File: config.mk
export PLATFORM = sky130hd
export DESIGN_NAME = pru_queue
export DESIGN_NICKNAME = d
export VERILOG_FILES = /design/src/hw/rtl/pru_pkg.sv /design/src/hw/rtl/pru_queue.sv
export SDC_FILE = /design/constraint.sdc
export NUM_CORES = 1
export LEC_CHECK = 0
export BUFFER_PORTS_ARGS = -buffer_cell sky130_fd_sc_hd__buf_2
export CAP_MARGIN = 5
export CORE_ASPECT_RATIO = 0.7
export CORE_MARGIN = 5
export CORE_UTILIZATION = 51
export DETAILED_ROUTE_END_ITERATION = 8
export HOLD_SLACK_MARGIN = 0.06
export PLACE_DENSITY = 0.73
export SLEW_MARGIN = 10
export SYNTH_ARGS = -nofsm -noshare
export SYNTH_HDL_FRONTEND = slang
export SYNTH_SLANG_ARGS = --single-unit
File: constraint.sdc
create_clock -name clk -period 1.97 [get_ports clk]
set_input_delay 0.2955 -clock clk [delete_from_list [all_inputs] [get_ports clk]]
set_output_delay 0.2955 -clock clk [all_outputs]
set_load 0.02 [all_outputs]
File: src/hw/rtl/pru_pkg.sv
`timescale 1ns / 1ps
`default_nettype none

package pru_pkg;

	localparam int CH_W      = 8;
	localparam int PIX_W     = 3 * CH_W;
	localparam int SCALE_W   = 4;
	localparam int WIDTH_W   = 11;
	localparam int CFG_IDX_W = 1;

	localparam int QUEUE_DEPTH = 4;
	localparam int QCNT_W      = $clog2(QUEUE_DEPTH + 1);
	localparam int QPTR_W      = $clog2(QUEUE_DEPTH);

	localparam logic FUNC_PIXEL  = 1'b0;
	localparam logic FUNC_REPLAY = 1'b1;

	localparam logic [CFG_IDX_W-1:0] REG_SCALE      = 1'b0;
	localparam logic [CFG_IDX_W-1:0] REG_LINE_WIDTH = 1'b1;

	localparam logic [SCALE_W-1:0] SCALE_RESET = 4'd2;

	// one queued run: a pixel and how to send its copies
	typedef struct packed {
		logic [PIX_W-1:0]   pix;
		logic [SCALE_W-1:0] scale;
		logic               row_end;
		logic               pending;
	} run_t;

endpackage

`default_nettype wire

File: src/hw/rtl/pru_queue.sv
`timescale 1ns / 1ps
`default_nettype none

module pru_queue (
	input  wire logic                       clk,
	input  wire logic                       arst_n,
	input  wire logic                       push,
	input  wire pru_pkg::run_t              push_run,
	input  wire logic                       pop,
	output pru_pkg::run_t                   head,
	output logic                            empty,
	output logic [pru_pkg::QCNT_W-1:0]      count
);

	pru_pkg::run_t               slot_q [pru_pkg::QUEUE_DEPTH];
	logic [pru_pkg::QPTR_W-1:0]  wr_q;
	logic [pru_pkg::QPTR_W-1:0]  rd_q;
	logic [pru_pkg::QCNT_W-1:0]  cnt_q;
	logic                        do_pop;

	assign empty  = (cnt_q == '0);
	assign count  = cnt_q;
	assign head   = slot_q[rd_q];
	assign do_pop = pop && !empty;

	always_ff @(posedge clk or negedge arst_n) begin
		if (!arst_n) begin
			wr_q  <= '0;
			rd_q  <= '0;
			cnt_q <= '0;
		end else begin
			if (push) begin
				wr_q <= wr_q + pru_pkg::QPTR_W'(1);
			end
			if (do_pop) begin
				rd_q <= rd_q + pru_pkg::QPTR_W'(1);
			end
			if (push && !do_pop) begin
				cnt_q <= cnt_q + pru_pkg::QCNT_W'(1);
			end else if (!push && do_pop) begin
				cnt_q <= cnt_q - pru_pkg::QCNT_W'(1);
			end
		end
	end

	always_ff @(posedge clk) begin
		if (push) begin
			slot_q[wr_q] <= push_run;
		end
	end

endmodule

`default_nettype wire

Word level (Yosys, flattened, before mapping)
Memory sizes are Yosys's and may differ from the RTL's.
Cells that the tools add are included.
{"block": "classes", "muxes": 4, "n_div": 0, "bitwise": 0, "shift": 0, "addsub": 4, "n_reduce_logical": 8, "n_mul": 0, "order_cmp": 0, "n_eq_ne": 0}
{"operator": "3-bit 2-to-1 mux", "count": 2}
{"operator": "2-bit by 1-bit adder with 2-bit output, second input constant", "count": 2}
{"operator": "3-bit by 1-bit adder with 3-bit output, second input constant", "count": 1}
{"operator": "1-bit logical AND", "count": 3}
{"operator": "1-bit zero test", "count": 3}
{"operator": "3-bit zero test", "count": 1}
{"operator": "3-bit by 1-bit subtractor with 3-bit output, second input constant", "count": 1}
{"operator": "1-bit 2-to-1 mux", "count": 2}
{"operator": "2-bit nonzero test", "count": 1}
{"block": "word_totals", "output_inout_bits": 34, "input_bits": 34, "rom_bits": 0, "latchBits": 0, "word_cells": 20, "memories": 1, "ram_bits": 120, "ff_bits": 7}
{"memory": "slot_q", "depth": 4, "width": 30, "read_ports": 1, "rd_clocked_by_memory_dff": 0, "write_ports": 1, "line": "pru_queue.sv:15", "source": "pru_pkg::run_t slot_q [pru_pkg::QUEUE_DEPTH];"}

Longest topological paths before layout
{"block": "depth", "depth_word": 6, "ltp_mapped": 8, "depth_no_buf": 8}

Least setup slack after synthesis
Ideal clock, no wire load.
{"block": "synth_path", "kind": "reg-to-reg", "from": "reg cnt_q (netlist bit count[0])", "to": "reg cnt_q (netlist bit count[2])", "arrival_time_ps": 2000, "setup_slack_ps": -109, "path_stages_with_launch": 9, "n_path_buf": 0, "period_less_slack_ps": 2079, "setup_time_ps": 79, "required_time_ps": 1891, "cell_sequence": "dfrtp_1 or3_1 nand2_1 ha_1 inv_1 fa_1 xor2_1 nor2_1 xor2_1"}
{"block": "synth_between", "elab_chain_cells": 6, "word_cells_on_any_way": 11, "cone_classes": "2 x add/sub; 2 x mux; 7 x reduce/logical"}
{"element": "from (decl)", "line": "pru_queue.sv:18", "source": "logic [pru_pkg::QCNT_W-1:0] cnt_q;"}
{"element": "from (signal assigned)", "line": "pru_queue.sv:39", "source": "cnt_q <= cnt_q + pru_pkg::QCNT_W'(1);"}
{"element": "from (signal assigned)", "line": "pru_queue.sv:41", "source": "cnt_q <= cnt_q - pru_pkg::QCNT_W'(1);"}
{"element": "branches (longest 6 deep; another with 3-bit by 1-bit subtractor with 3-bit output)"}
Parallel ways; which one is timed is not known. The select of a mux whose other input is x is not followed.
A chain may end at the register's enable or synchronous reset.

==> results <==
- Measured in cells, the most critical reg-to-reg path has a length of 8.
- The tightest min-delay check is of the input port to register type.
- The first global-routing pass estimated 13000 um of wire.
- The mean instance size in the synthesized netlist is 24.9 um2.
- The number of standard cells after synthesis is 191.
- At the end of the flow the core is filled with cells to 65.8%.
- The critical path goes through buf_4 -> mux4_2 -> buf_2.
- CTS saw 127 sinks.
- The run finished, with violations left.
- The power density of the placed cells is 1620 nW/um2.
- The clock tree synthesis step divided the H-tree into 4 levels.
- For this configuration, the core starts out at a cell density of 52.5%.
- Setup repair after global routing could not meet its margin everywhere.
- sky130_fd_sc_hd__edfxtp_1 is the most common cell in the netlist.
- The worst path in the final design needs a cycle of 2080 ps, including I/O delays and setup.
- The register-to-register setup slack is 130 ps.
- The floorplan die height is 90.8 um.
- The share of async-settable or async-resettable flops after synthesis is 5.51%.
- In this run the cell area measured after placement is 5360 um2.
- The routed wire length per instance is 19.1 um.
- The buffer levels on the longest clock path is 2.
- The detailed-route via count is 2202.
- Setup violations remaining at the end of the flow were counted as 26.
- The capture endpoint of the worst hold path is slot_q[0][12].
- The number of DRC markers after the initial detailed-route iteration is 170.
- After detailed routing, the number of vias per cell comes to 5.19.
- At the worst endpoint, the arrival time is 1780 ps.
- On the final layout, the worst clock skew is 5.19 ps.
- The tool flagged a number of max-cap violations equal to 0.
- The synthesized design contains 127 register bits.
- The number of different library cells in the post-synthesis netlist is 19.
- The quantity of I/O buffers inserted on ports is 67.
- The placed wire-length estimate is 5210 um.
- The sequential cells in the finished layout cover a total of 3780 um2.
- The sequential share of power is 38.8%.
- In the final timing run, aggregate negative setup slack is -1640 ps.
- The core region is 9070 um2.
- TritonCTS built the clock tree.
- After synthesis, flip-flops and latches occupy 79.3% of the total area.
- The hold path startpoint is push_run[12].
- In this run, synthesis inferred 120 flip-flops with an integrated enable.
- The portion of synthesized cell area occupied by the leading cell type is 75.7%.
- The post-route cell area is 5970 um2.
- The critical register-to-register path startpoint is count[0].
- The checks that failed: setup timing.
- Once detail routing completed, the nets flagged for antenna violations numbered 0.
- The detailed-router iteration count before antenna repair is 4.
- The via count of the first global-routing pass is 2399.
- The final layout contains 328 nets.
- The number of placed instances, taps included, is 389.
- Ranked by instance count, the synthesized netlist is headed by sky130_fd_sc_hd__edfxtp_1, sky130_fd_sc_hd__mux4_2, sky130_fd_sc_hd__dfrtp_1.
- The slew at the pin closest to its max-slew limit is 303 ps.
- OpenSTA, run right after detailed placement, puts the worst setup slack at 30.2 ps.
- Along the worst path, the maximum fanout reaches 6.
- The instance count along the most critical hold path is 1.
- The warning count from the yosys run is 0.
- The number of standard-cell rows in the floorplan is 29.
- Summed over all instances, the cell type with the most area after synthesis is sky130_fd_sc_hd__edfxtp_1.
- Global routing finished with a remaining overflow of 0.
- Summed over all layers, the routed wires come to 8100 um.
- The non-filler instance count after layout is 424.
- The endpoint of the worst-slack reg-to-reg timing path is count[2].
- The synthesized net count is 231.
- The tree is rooted in a sky130_fd_sc_hd__clkbuf_16.
- The worst setup path is captured at an output port.
- The hold violation total from the final report is 0.
- Entering global routing, the biggest net connects 27 pins.
- The net switching fraction of the power is 29.4%.
- In the post-synthesis netlist, the biggest area contributors are sky130_fd_sc_hd__edfxtp_1, sky130_fd_sc_hd__mux4_2, sky130_fd_sc_hd__dfrtp_1.
- The kind of critical path is register to output port.
- The number of buffers added by the clock tree synthesis step is 17.
- The most critical setup path has its startpoint at rd_q[0].
- The total inserted antenna cells is 0.
- The number of pins with negative max-slew slack in the final report is 0.
- The maximum resistive drop on vdd is 1010 uV.
- The die covers 11400 um2.
- The clock latency at the later pin of the worst-skew pair is 390 ps.
- The congestion estimate from routability-driven global placement came to 0.710.
- STA classifies the critical path startpoint as a register.
- The clock network is responsible for 29.1% of the overall power.
- The die is 125 um wide.
- The fmax is 482 MHz.
- Dividing the final minimum period by the clock period gives 105%.
- Combinational logic burns 32.1% of the power.
- The signed area change from the synthesized netlist to the final layout is 25.4%.
- The initial antenna violation count is 0.
- The most used flip-flop cell after synthesis is sky130_fd_sc_hd__edfxtp_1.
- On the worst path, the slowest cell contributes a delay of 520 ps.
- Cells with a size suffix above 1 make up 50.0% of the layout.
- For this run, design rule violations remaining after detail routing come to 0.
- The number of primary I/O pins is 68.
- Counting the fill cells in the layout gives 621.
- After clock tree synthesis, the clock-pin slew on the worst setup and hold paths is 50 ps.
- The synthesized netlist occupies a cell area of 4760 um2.
- The overall global routing resource usage is 15.3%.
- The relative max-transition margin is 79.8%.
- The internal portion of the total power is 6.84 mW.
- For the worst setup path, the data required time is 1670 ps.
- The analysis attributes to net switching a power of 2.85 mW.
- The multi-input combinational cells in the finished layout cover a total of 911 um2.
- In this run the static leakage power is 2.14 nW.
- The setup slack of the critical path after layout is -106 ps.
- For this design, the slowest cell found on the critical path is sky130_fd_sc_hd__mux4_2.
## cells by family after synthesis
logic type / count (synthesis) / share of synthesized area (%)
flops: 127 / 79.3
mux: 31 / 14.6
buf+inv: 11 / 2.13
simple gates: 9 / 0.998
xor+xnor: 6 / 1.10
fa+ha+maj: 6 / 1.73
compound gates: 1 / 0.105
## routing by layer
metal	vias up	wire length (um)	share of wire, %	GRT usage [%]
li1	1003	-	-	-
met1	1134	3690	46	20.6
met2	56	3790	47	22.4
met3	9	514	6.3	5.79
met4	0	104	1.3	6.77
met5	-	0	0	0
## placed cells by master (no fill, tap or decap), drive strengths merged
| cell type | count |
|---|---|
| edfxtp | 120 |
| buf | 84 |
| mux4 | 30 |
| clkbuf | 21 |
| clkinv | 7 |
| dfrtp | 7 |
| ha | 5 |
| and2 | 4 |
| inv | 4 |
| xnor2 | 3 |
| xor2 | 3 |
| bufinv | 2 |
| nand2 | 2 |
| or3 | 1 |
| mux2 | 1 |
| o21ai | 1 |
| nand3 | 1 |
| nor2 | 1 |
| fa | 1 |
| clkinvlp | 1 |
| dlygate4sd3 | 1 |
## critical path, delay by kind of cell (launching register included)
kind | cells | cell delay, ps
muxes | 1 | 520
buffers and inverters | 2 | 390
DFF | 1 | 470
## power groups by stage
stage / clock network (mW) / registers [mW] / logic [mW]
floorplan: 0 / 3.77 / 2.09
global placement: 0 / 3.78 / 2.97
detailed placement: 0 / 3.82 / 3.00
CTS: 2.87 / 3.76 / 3.17
global route: 3.01 / 3.80 / 3.34
finish: 2.82 / 3.75 / 3.11
## per-stage QoR
step / total power, mW / hold WS, ps
finish: 9.68 / 110
detailed placement: 6.81 / 143
floorplan: 5.86 / -0.0911
global route: 10.1 / 96.8
global placement: 6.75 / 143
CTS: 9.80 / 94.5
## registers in the layout, summed over array words and instances (netlist names)
name    flops
slot_q    120
count       3
rd_q        2
wr_q        2
## repair_timing
| item | 4_1_cts | 5_1_grt |
|---|---|---|
| endpoints found under the setup margin | 30 | 31 |
| hold buffers | 1 | 0 |
| pin swaps | 0 | 5 |
| gates resized for setup | 12 | 2 |
| setup buffers | 1 | 2 |
| endpoints found under the hold margin | 7 | 0 |
## final cells by class
class	instances	area share, %
repair buffers	85	9.49
clock inverters	10	1.61
multi-input cells	53	15.3
inverters	4	0.252
flip-flops and latches	127	63.4
clock buffers	21	7.38
well taps	124	2.60
## how the worst max path moves through the flow
stage	to	slack (ps)	depth (start not counted)
final	head[17]	-110	3
after global routing	head[17]	-160	3
after CTS	head[17]	-120	3
after detailed placement	count[2]	30	8
after global placement	count[2]	60	8
after floorplan	count[2]	9	8
No activity file was read; power rests on OpenSTA's default activity.
