<file path="src/hw/rtl/pru_pkg.sv">
`timescale 1ns / 1ps
`default_nettype none

package pru_pkg;

	localparam int CH_W      = 8;
	localparam int PIX_W     = 3 * CH_W;
	localparam int SCALE_W   = 4;
	localparam int WIDTH_W   = 11;
	localparam int CFG_IDX_W = 1;

	localparam int QUEUE_DEPTH = 4;
	localparam int QCNT_W      = $clog2(QUEUE_DEPTH + 1);
	localparam int QPTR_W      = $clog2(QUEUE_DEPTH);

	localparam logic FUNC_PIXEL  = 1'b0;
	localparam logic FUNC_REPLAY = 1'b1;

	localparam logic [CFG_IDX_W-1:0] REG_SCALE      = 1'b0;
	localparam logic [CFG_IDX_W-1:0] REG_LINE_WIDTH = 1'b1;

	localparam logic [SCALE_W-1:0] SCALE_RESET = 4'd2;

	// one queued run: a pixel and how to send its copies
	typedef struct packed {
		logic [PIX_W-1:0]   pix;
		logic [SCALE_W-1:0] scale;
		logic               row_end;
		logic               pending;
	} run_t;

endpackage

`default_nettype wire

</file>
<file path="src/hw/rtl/pru_out_if.sv">
`timescale 1ns / 1ps
`default_nettype none

interface pru_out_if;
	logic                    valid;
	logic                    ready;
	logic [pru_pkg::CH_W-1:0] out_red;
	logic [pru_pkg::CH_W-1:0] out_green;
	logic [pru_pkg::CH_W-1:0] out_blue;
	logic                    last_copy;
	logic                    row_end;
	logic                    replay_pending;

	modport source (output valid, out_red, out_green, out_blue, last_copy, row_end,
		replay_pending, input ready);
	modport sink   (input valid, out_red, out_green, out_blue, last_copy, row_end,
		replay_pending, output ready);
endinterface

`default_nettype wire

</file>
<file path="src/hw/rtl/pru_back.sv">
`timescale 1ns / 1ps
`default_nettype none

module pru_back (
	input  wire logic          clk,
	input  wire logic          arst_n,
	input  wire pru_pkg::run_t head,
	input  wire logic          empty,
	output logic               pop,
	pru_out_if.source          out_ch
);

	logic [pru_pkg::SCALE_W-1:0] copy_q;
	logic                        out_valid_q;
	logic                        load;
	logic                        is_last;

	assign load    = !out_valid_q || out_ch.ready;
	assign is_last = (copy_q == head.scale - pru_pkg::SCALE_W'(1));
	assign pop     = load && !empty && is_last;

	assign out_ch.valid = out_valid_q;

	always_ff @(posedge clk or negedge arst_n) begin
		if (!arst_n) begin
			out_valid_q <= 1'b0;
			copy_q      <= '0;
		end else if (load) begin
			out_valid_q <= !empty;
			if (!empty) begin
				copy_q <= is_last ? '0 : copy_q + pru_pkg::SCALE_W'(1);
			end
		end
	end

	always_ff @(posedge clk) begin
		if (load && !empty) begin
			out_ch.out_red        <= head.pix[3*pru_pkg::CH_W-1:2*pru_pkg::CH_W];
			out_ch.out_green      <= head.pix[2*pru_pkg::CH_W-1:pru_pkg::CH_W];
			out_ch.out_blue       <= head.pix[pru_pkg::CH_W-1:0];
			out_ch.last_copy      <= is_last;
			out_ch.row_end        <= head.row_end;
			out_ch.replay_pending <= head.pending;
		end
	end

endmodule

`default_nettype wire

</file>
<file path="src/flat_wrapper.sv">
// flat-port wrapper written by rule: the top's interface ports become plain ports
module pru_back_flat 
  (clk, arst_n, head, empty, pop, out_ch_valid, out_ch_out_red, out_ch_out_green, out_ch_out_blue, out_ch_last_copy, out_ch_row_end, out_ch_replay_pending, out_ch_ready);
  pru_out_if out_ch_i ();
  input  wire logic clk;
  input  wire logic arst_n;
  input  wire pru_pkg::run_t head;
  input  wire logic empty;
  output logic pop;
  output wire logic [$bits(out_ch_i.valid)-1:0] out_ch_valid;
  output wire logic [$bits(out_ch_i.out_red)-1:0] out_ch_out_red;
  output wire logic [$bits(out_ch_i.out_green)-1:0] out_ch_out_green;
  output wire logic [$bits(out_ch_i.out_blue)-1:0] out_ch_out_blue;
  output wire logic [$bits(out_ch_i.last_copy)-1:0] out_ch_last_copy;
  output wire logic [$bits(out_ch_i.row_end)-1:0] out_ch_row_end;
  output wire logic [$bits(out_ch_i.replay_pending)-1:0] out_ch_replay_pending;
  input wire logic [$bits(out_ch_i.ready)-1:0] out_ch_ready;
  assign out_ch_valid = out_ch_i.valid;
  assign out_ch_out_red = out_ch_i.out_red;
  assign out_ch_out_green = out_ch_i.out_green;
  assign out_ch_out_blue = out_ch_i.out_blue;
  assign out_ch_last_copy = out_ch_i.last_copy;
  assign out_ch_row_end = out_ch_i.row_end;
  assign out_ch_replay_pending = out_ch_i.replay_pending;
  assign out_ch_i.ready = out_ch_ready;
  pru_back u_core (.clk(clk), .arst_n(arst_n), .head(head), .empty(empty), .pop(pop), .out_ch(out_ch_i));
endmodule
</file>
<file path="config.mk">
export PLATFORM = sky130hd
export DESIGN_NAME = pru_back_flat
export DESIGN_NICKNAME = d
export VERILOG_FILES = /design/src/hw/rtl/pru_pkg.sv /design/src/hw/rtl/pru_out_if.sv /design/src/hw/rtl/pru_back.sv /design/src/flat_wrapper.sv
export SDC_FILE = /design/constraint.sdc
export NUM_CORES = 1
export LEC_CHECK = 0
export BUFFER_PORTS_ARGS = -buffer_cell sky130_fd_sc_hd__buf_2
export CAP_MARGIN = 20
export CORE_ASPECT_RATIO = 1.75
export CORE_MARGIN = 2
export CORE_UTILIZATION = 43
export DETAILED_ROUTE_END_ITERATION = 10
export GPL_TIMING_DRIVEN = 1
export MAX_ROUTING_LAYER = met4
export PLACE_DENSITY_LB_ADDON = 0.08
export SETUP_SLACK_MARGIN = 0.3
export SLEW_MARGIN = 40
export SYNTH_ARGS = -nofsm -noshare
export SYNTH_HDL_FRONTEND = slang
export SYNTH_SLANG_ARGS = --single-unit
</file>
<file path="constraint.sdc">
create_clock -name clk -period 2.5 [get_ports clk]
set_input_delay 0.25 -clock clk [delete_from_list [all_inputs] [get_ports clk]]
set_output_delay 0.25 -clock clk [all_outputs]
set_load 0.01 [all_outputs]
</file>
## Yosys cells after proc, flatten, opt, wreduce, memory -nomap -nowiden

Index checks and enable logic that the tools add are counted.

- Bits in registers: 32
- Input port bits: 34
- Output and inout port bits: 29

- Add/subtract/negate cells: 2
- Multiplexer cells: 1
- Reductions and logical operators: 6
- Bitwise operators: 1
- Eq/ne operators: 1

Operators with widths:

| cell | number |
|---|---|
| $add A4 B1 Y4 const B | 1 |
| $eq A4 B4 Y1 | 1 |
| $mux W4 | 1 |
| $sub A4 B1 Y4 const B | 1 |
| $logic_and A1 B1 Y1 | 2 |
| $logic_not A1 Y1 | 2 |
| $reduce_and A2 Y1 | 1 |
| $logic_or A1 B1 Y1 | 1 |
| $not A1 Y1 | 1 |

## Longest topological paths before layout

Gate-level depths: netlist of the first run.

- Depth after elaboration: 4
- Mapped depth: 6

## Least setup slack after synthesis of the first run

No wires, ideal clock.

- Path type: reg2reg
- Start point: register u_core.out_valid_q (netlist: u_core.out_ch.valid)
- End point: register u_core.copy_q[2] (netlist bit)
- Path slack: 0.583 ns
- Arrival: 1.772 ns
- Cell stages (with the launch flop): 6
- Clock period less this slack: 1.917 ns
- Cells stage by stage: dfrtp_1 nor2b_1 or2_2 inv_1 mux2i_1 nor3_1

- Word-level cells in the longest chain between the ends: 3

RTL lines:

| what | RTL line | RTL |
|---|---|---|
| from (decl) | pru_back.sv:14 | `logic out_valid_q;` |
| from (signal assigned) | pru_back.sv:29 | `out_valid_q <= !empty;` |
| $logic_not A1 Y1 | pru_back.sv:18 | `assign load = !out_valid_q \|\| out_ch.ready;` |
| $logic_or A1 B1 Y1 | pru_back.sv:18 |  |
| $reduce_and A2 Y1 (no source line) | - |  |
| to (signal assigned) | pru_back.sv:31 | `copy_q <= is_last ? '0 : copy_q + pru_pkg::SCALE_W'(1);` |
| to (decl) | pru_back.sv:13 | `logic [pru_pkg::SCALE_W-1:0] copy_q;` |

No other way between the ends.
A chain may end at the register's enable or synchronous reset.

## Final worst setup path of the first run

- Start point: register u_core.out_valid_q (netlist: u_core.out_ch.valid)
- End point: output pop

- Word-level cells in the longest chain between the ends: 4

RTL lines:

| what | RTL line | RTL |
|---|---|---|
| $logic_not A1 Y1 | pru_back.sv:18 |  |
| $logic_or A1 B1 Y1 | pru_back.sv:18 |  |
| $logic_and A1 B1 Y1 (2 in a row) | pru_back.sv:20 | `assign pop = load && !empty && is_last;` |
| to (decl) | flat_wrapper.sv:9 | `output logic pop;` |

No other way between the ends.

==> out/qor.csv, run 1 <==
metric,value,unit
run_status,"complete, no violations",
cts-buffers-inserted,5,
syn-cell-area,1150,µm²
dieWidth,43.2,µm
net_switching,304,µW
power_frac_seq,55.6,%
antenna-diode-count,0,
wl_met3,201,µm
final_cell_mix,"sky130_fd_sc_hd__buf_2, sky130_fd_sc_hd__edfxtp_1, sky130_fd_sc_hd__clkbuf_8, sky130_fd_sc_hd__dfrtp_1",
synth_to_layout_area_growth,38.5,%
clockBufferDepth,2,
fp.dieH,72.5,µm
placement.io_buffers,62,
grtUsageTotal,15.6,%
synthesis.nets,100,
pwr-share-comb,15.9,%
routed-via-count,777,
h-tree-depth,2,
ys_ff_latch,32,
setup_viol_count_final,0,
max_slew.worst_pin.slew,0.299,ns
postCtsHoldBufs,1,
detailroute.wirelength.met2,1220,µm
whs_path_depth,1,
fp.dieArea,3130,µm²
setup_total_negative_slack,0,ns
post_cts_resized,0,
drt-pass1-iter-count,4,
maxSlewHeadroom,79.9,%
antenna_violating_nets_post_route,0,
post_route_skew,0.00577,ns
worstPathRequired,2.25,ns
power.density,762,nW/µm²
switching_share_of_power,25.0,%
cts.reportedPaths.clkPinSlew,0.06,ns
io_pins,63,
finalHoldViolCount,0,
mostFrequentLayoutCell,sky130_fd_sc_hd__buf_2,
cell_internal_power,913,µW
timing.final.crit_period,1.85,ns
worstHoldPathType,in -> reg,
crit_arrival,1.60,ns
layout.area.seq,936,µm²
initial_utilization,45.7,%
footprint_of_the_multi_input_gates,206,µm²
vias_per_cell,4.80,
final_max_slew_viol_count,0,
syn_inst,64,
row_count,24,
seq_area_frac_synth,81.1,%
dp_hpwl,1760,µm
vdd_ir_drop_max,0.431,mV
worstSkewPairLatency,0.27,ns
drive_gt1_share,52.2,%
routedWlPerCell,13.9,µm
drcViolationCount,0,
grt_antenna_before_repair,0,
grt_first_pass_wirelength,3440,µm
finalWirelength,2260,µm
cap_viol_max_count,0,
post-cts-setup-buffer-count,0,
rsz_0062_raised_after_global_routing,false,
layout.filler_cells,205,
tritoncts_num_sinks,32,
drtIter0Drc,19,
cts_tree,done,
globalplace.congestion,0.719,
timing_worst_setup_path_type,reg -> out,
netlist-cell-type-count,19,
design.core.area,2520,µm²
syn-mean-instance-area,18.0,µm²
clock_power_share,28.6,%
endpoint_kind,output port,
via_count_of_the_first_global_routing_pass,792,
fmax,540,MHz
yosysWarnings,0,
crit_fanout,5,
worst-r2r-cell-count,6,
highest-signal-layer,met4,
totalPowerFinal,1220,µW
fin_nets,172,
largest_net_degree_at_the_start_of_global_routing,18,
crit_path_start_kind,register,
cts-root-buf,sky130_fd_sc_hd__clkbuf_8,
met1Wirelength,793,µm
fin_worst_hold_slack,0.152,ns
fin_crit_sh,74.0,%
grt-ovfl-total,0,
cellLeakagePower,0.000721,µW
## power by group through the flow
stage | clock, µW | combinational (µW) | sequential, µW
final | 348 | 193 | 676
after floorplan | 0 | 102 | 695
after detailed placement | 0 | 193 | 687
after global placement | 0 | 188 | 685
after global routing | 384 | 218 | 681
after CTS | 355 | 196 | 677
## per-stage QoR
step	instances	setup WS (ns)	area (µm²)	util, %
global route	162	0.498	1600	63.3
detailed placement	154	0.687	1510	59.9
floorplan	64	0.583	1150	-
finish	162	0.650	1600	63.3
global placement	154	0.747	1510	59.9
CTS	162	0.635	1600	63.3
## routing by layer
layer | up-vias | GRT usage (%)
met5 | - | -
met4 | 0 | 7.07
met3 | 7 | 4.98
met2 | 41 | 26.2
met1 | 352 | 16.4
li1 | 377 | -
## state kept, by name (all words and copies together), names as in the netlist
register,count
u_core.out_ch.out_green,8
u_core.out_ch.replay_pending,1
u_core.out_ch.out_red,8
u_core.copy_q,4
u_core.out_ch.row_end,1
u_core.out_ch.last_copy,1
u_core.out_ch.out_blue,8
u_core.out_ch.valid,1
## area by class of cell
cell class / instances / share of cell area, %
Clock buffer: 5 / 4.31
Clock inverter: 2 / 0.470
Multi-Input combinational cell: 29 / 12.9
Inverter: 3 / 0.705
Sequential cell: 32 / 58.6
Tap cell: 26 / 2.04
Timing Repair Buffer: 65 / 21.0
## cell usage after synthesis
cell                        n  area, µm²
sky130_fd_sc_hd__o41ai_2    1       16.3
sky130_fd_sc_hd__nor4_1     1       6.26
sky130_fd_sc_hd__nor3_1     4       20.0
sky130_fd_sc_hd__dfrtp_1    5        125
sky130_fd_sc_hd__nor2b_1    1       6.26
sky130_fd_sc_hd__o21ai_0    1       5.00
sky130_fd_sc_hd__inv_1      3       11.3
sky130_fd_sc_hd__nor2_1     4       15.0
sky130_fd_sc_hd__xor2_1     2       17.5
sky130_fd_sc_hd__or2_2      1       6.26
sky130_fd_sc_hd__xnor2_1    2       17.5
sky130_fd_sc_hd__nand2_1    4       15.0
sky130_fd_sc_hd__xnor3_1    1       22.5
sky130_fd_sc_hd__nand3_1    2       10.0
sky130_fd_sc_hd__nand2b_1   1       6.26
sky130_fd_sc_hd__edfxtp_1  27        811
sky130_fd_sc_hd__ha_1       2       25.0
sky130_fd_sc_hd__o211ai_1   1       7.51
sky130_fd_sc_hd__mux2i_1    1       10.0
## worst max-delay path: stages, from the launching register on
cell and delay [ns]:
sky130_fd_sc_hd__dfrtp_1 0.37, sky130_fd_sc_hd__nor2b_1 0.17, sky130_fd_sc_hd__or2_2 0.34, sky130_fd_sc_hd__nor3_1 0.26, sky130_fd_sc_hd__buf_2 0.20
## worst paths after layout
path	to	from	slack (ns)
setup / recovery	pop	u_core.out_ch.valid	0.65
hold / removal	u_core.out_ch.out_red[5]	head[27]	0.15
setup reg to reg	u_core.copy_q[2]	u_core.out_ch.valid	0.84
hold reg to reg	u_core.copy_q[3]	u_core.copy_q[3]	0.59
max in group asynchronous	u_core.out_ch.valid	arst_n	2.04
min in group asynchronous	u_core.copy_q[2]	arst_n	0.32
## cells by family (layout without fill, tap and decap cells)
| kind of cell | after synthesis | in the layout | synth area share, % |
|---|---|---|---|
| adders and majority gates | 2 | 2 | 2.17 |
| buffers and inverters | 3 | 75 | 0.976 |
| DFF | 32 | 32 | 81.1 |
| AOI/OAI and AO/OA | 3 | 3 | 2.49 |
| and+or+nand+nor | 18 | 18 | 7.38 |
| xor gates and xnor gates | 5 | 5 | 4.99 |
| muxes | 1 | 1 | 0.868 |
No activity file was read; power rests on OpenSTA's default activity.
==> inputs of run 2 (changes only) <==
==> constraint.sdc (replaced) <==
create_clock -name clk -period 1.95 [get_ports clk]
set_input_delay 0.195 -clock clk [delete_from_list [all_inputs] [get_ports clk]]
set_output_delay 0.195 -clock clk [all_outputs]
set_load 0.01 [all_outputs]
==> run 2 against run 1 <==
Flip-flop and latch count did not move. Clock skew fell by 0.0019 ns. Routed wire length fell by 0.84%. Sequential share of layout area fell by 3.0 points. Worst setup slack got worse by 0.32 ns. Clock-buffer cell count did not move.
==> out/qor.csv, run 2 (synthesized netlist as in run 1, its figures left out) <==
metric,value,unit
crit_fanout,4,
vias_per_cell,4.92,
fin_worst_hold_slack,0.0881,ns
switching_share_of_power,24.2,%
setup_viol_count_final,0,
synth_to_layout_area_growth,46.2,%
fmax,616,MHz
fin_nets,172,
antenna_violating_nets_post_route,0,
critical-path-max-stage-delay,0.37,ns
path_cells,nor2b_4 -> or2_4 -> nor3_4 -> buf_2,
power.density,1040,nW/µm²
worst-r2r-cell-count,4,
worstSetupStartpoint,u_core.out_ch.valid,
crit_arrival,1.43,ns
hold_path_startpoint,head[24],
max_slew.worst_pin.slew,0.358,ns
vdd_ir_drop_max,0.676,mV
globalplace.congestion,0.727,
maxSlewHeadroom,76.0,%
placed_inst_area,1530,µm²
crit_path_start_kind,register,
worstHoldPathType,in -> reg,
tritoncts_num_sinks,32,
post-route-cell-area,1690,µm²
reg2reg_from,u_core.out_ch.valid,
fin_crit_sh,83.3,%
cts_tree,done,
timing_worst_setup_path_type,reg -> out,
grt_first_pass_wirelength,3530,µm
cap_viol_max_count,0,
cts-root-buf,sky130_fd_sc_hd__clkbuf_8,
worst_path_max_delay_cell,sky130_fd_sc_hd__dfrtp_1,
cellLeakagePower,0.000756,µW
design.core.area,2520,µm²
drcViolationCount,0,
finalNonFillerCells,163,
mostFrequentLayoutCell,sky130_fd_sc_hd__buf_2,
finish.utilization,66.9,%
largest_net_degree_at_the_start_of_global_routing,16,
io_pins,63,
place.detailed.instances,153,
grt_antenna_before_repair,0,
run_status,"complete, no violations",
endpoint_kind,output port,
fp.dieArea,3130,µm²
worstSkewPairLatency,0.28,ns
pwr-share-comb,16.1,%
drt-pass1-iter-count,4,
post_route_skew,0.00388,ns
initial_utilization,45.7,%
whs_path_depth,1,
setup_total_negative_slack,0,ns
rsz_0062_raised_after_global_routing,true,
antenna-diode-count,0,
final_cell_mix,"sky130_fd_sc_hd__buf_2, sky130_fd_sc_hd__edfxtp_1, sky130_fd_sc_hd__clkbuf_8",
drtIter0Drc,17,
cell_internal_power,1330,µW
h-tree-depth,2,
fp.dieH,72.5,µm
finalHoldViolCount,0,
routed-via-count,802,
finalWirelength,2240,µm
timing.final.crit_period,1.62,ns
layout.filler_cells,201,
clock_power_share,34.2,%
power_frac_seq,49.7,%
final_max_slew_viol_count,0,
via_count_of_the_first_global_routing_pass,864,
routedWlPerCell,13.7,µm
drive_gt1_share,57.7,%
grtUsageTotal,16.2,%
cts.reportedPaths.clkPinSlew,0.06,ns
row_count,24,
grt-ovfl-total,0,
worstPathRequired,1.75,ns
largest_registers,"u_core.out_ch.out_blue (8), u_core.out_ch.out_green (8), u_core.out_ch.out_red (8)",
dieWidth,43.2,µm
clockBufferDepth,2,
net_switching,424,µW
cts-buffers-inserted,5,
placement.io_buffers,62,
-- run 2: final timing paths --
kind,to,slack (ns)
max in group asynchronous,u_core.copy_q[0],1.55
hold reg to reg,u_core.copy_q[0],0.55
setup reg to reg,u_core.out_ch.out_green[6],0.40
min in group asynchronous,u_core.out_ch.valid,0.25
hold / removal,u_core.out_ch.out_red[2],0.09
setup / recovery,pop,0.33
-- run 2: layout make-up --
class,count,area [µm²],share of cell area [%]
Sequential cell,32,937,55.6
Timing Repair Buffer,65,348,20.6
Multi-Input combinational cell,29,248,14.7
Clock buffer,5,68.8,4.08
Clock inverter,3,37.5,2.23
Tap cell,26,32.5,1.93
Inverter,3,15.0,0.890
-- run 2: stage by stage --
step | worst slack (ns) | power [µW]
final | 0.326 | 1750
after global routing | 0.263 | 1830
after CTS | 0.310 | 1770
after detailed placement | 0.226 | 1130
after global placement | 0.310 | 1120
after floorplan | 0.372 | 1020
-- run 2: worst max-delay path: cells and delay by family (launching register included) --
| family | cells | cell delay, ns |
|---|---|---|
| simple gates | 3 | 0.62 |
| buf+inv | 1 | 0.16 |
| flops | 1 | 0.37 |
-- run 2: power groups by stage --
| stage | Combinational, µW | Sequential, µW | Clock, µW |
|---|---|---|---|
| final | 282 | 870 | 599 |
| after global routing | 313 | 878 | 640 |
| after CTS | 280 | 870 | 615 |
| after detailed placement | 252 | 881 | 0 |
| after global placement | 244 | 878 | 0 |
| after floorplan | 133 | 891 | 0 |
-- run 2: routing by layer --
metal | part of all wire [%] | GRT usage [%]
met3 | 9.6 | 7.71
met4 | 3.0 | 9.76
met1 | 32 | 12.6
met5 | 0 | -
met2 | 55 | 28.5
-- run 2: timing repair --
item                                    in CTS  in global routing
hold buffers                                 1                  0
setup buffers                                1                  0
endpoints found under the setup margin       1                  1
pin swaps                                    3                  0
hold endpoints to repair                     5                  0
gates resized for setup                      6                  1
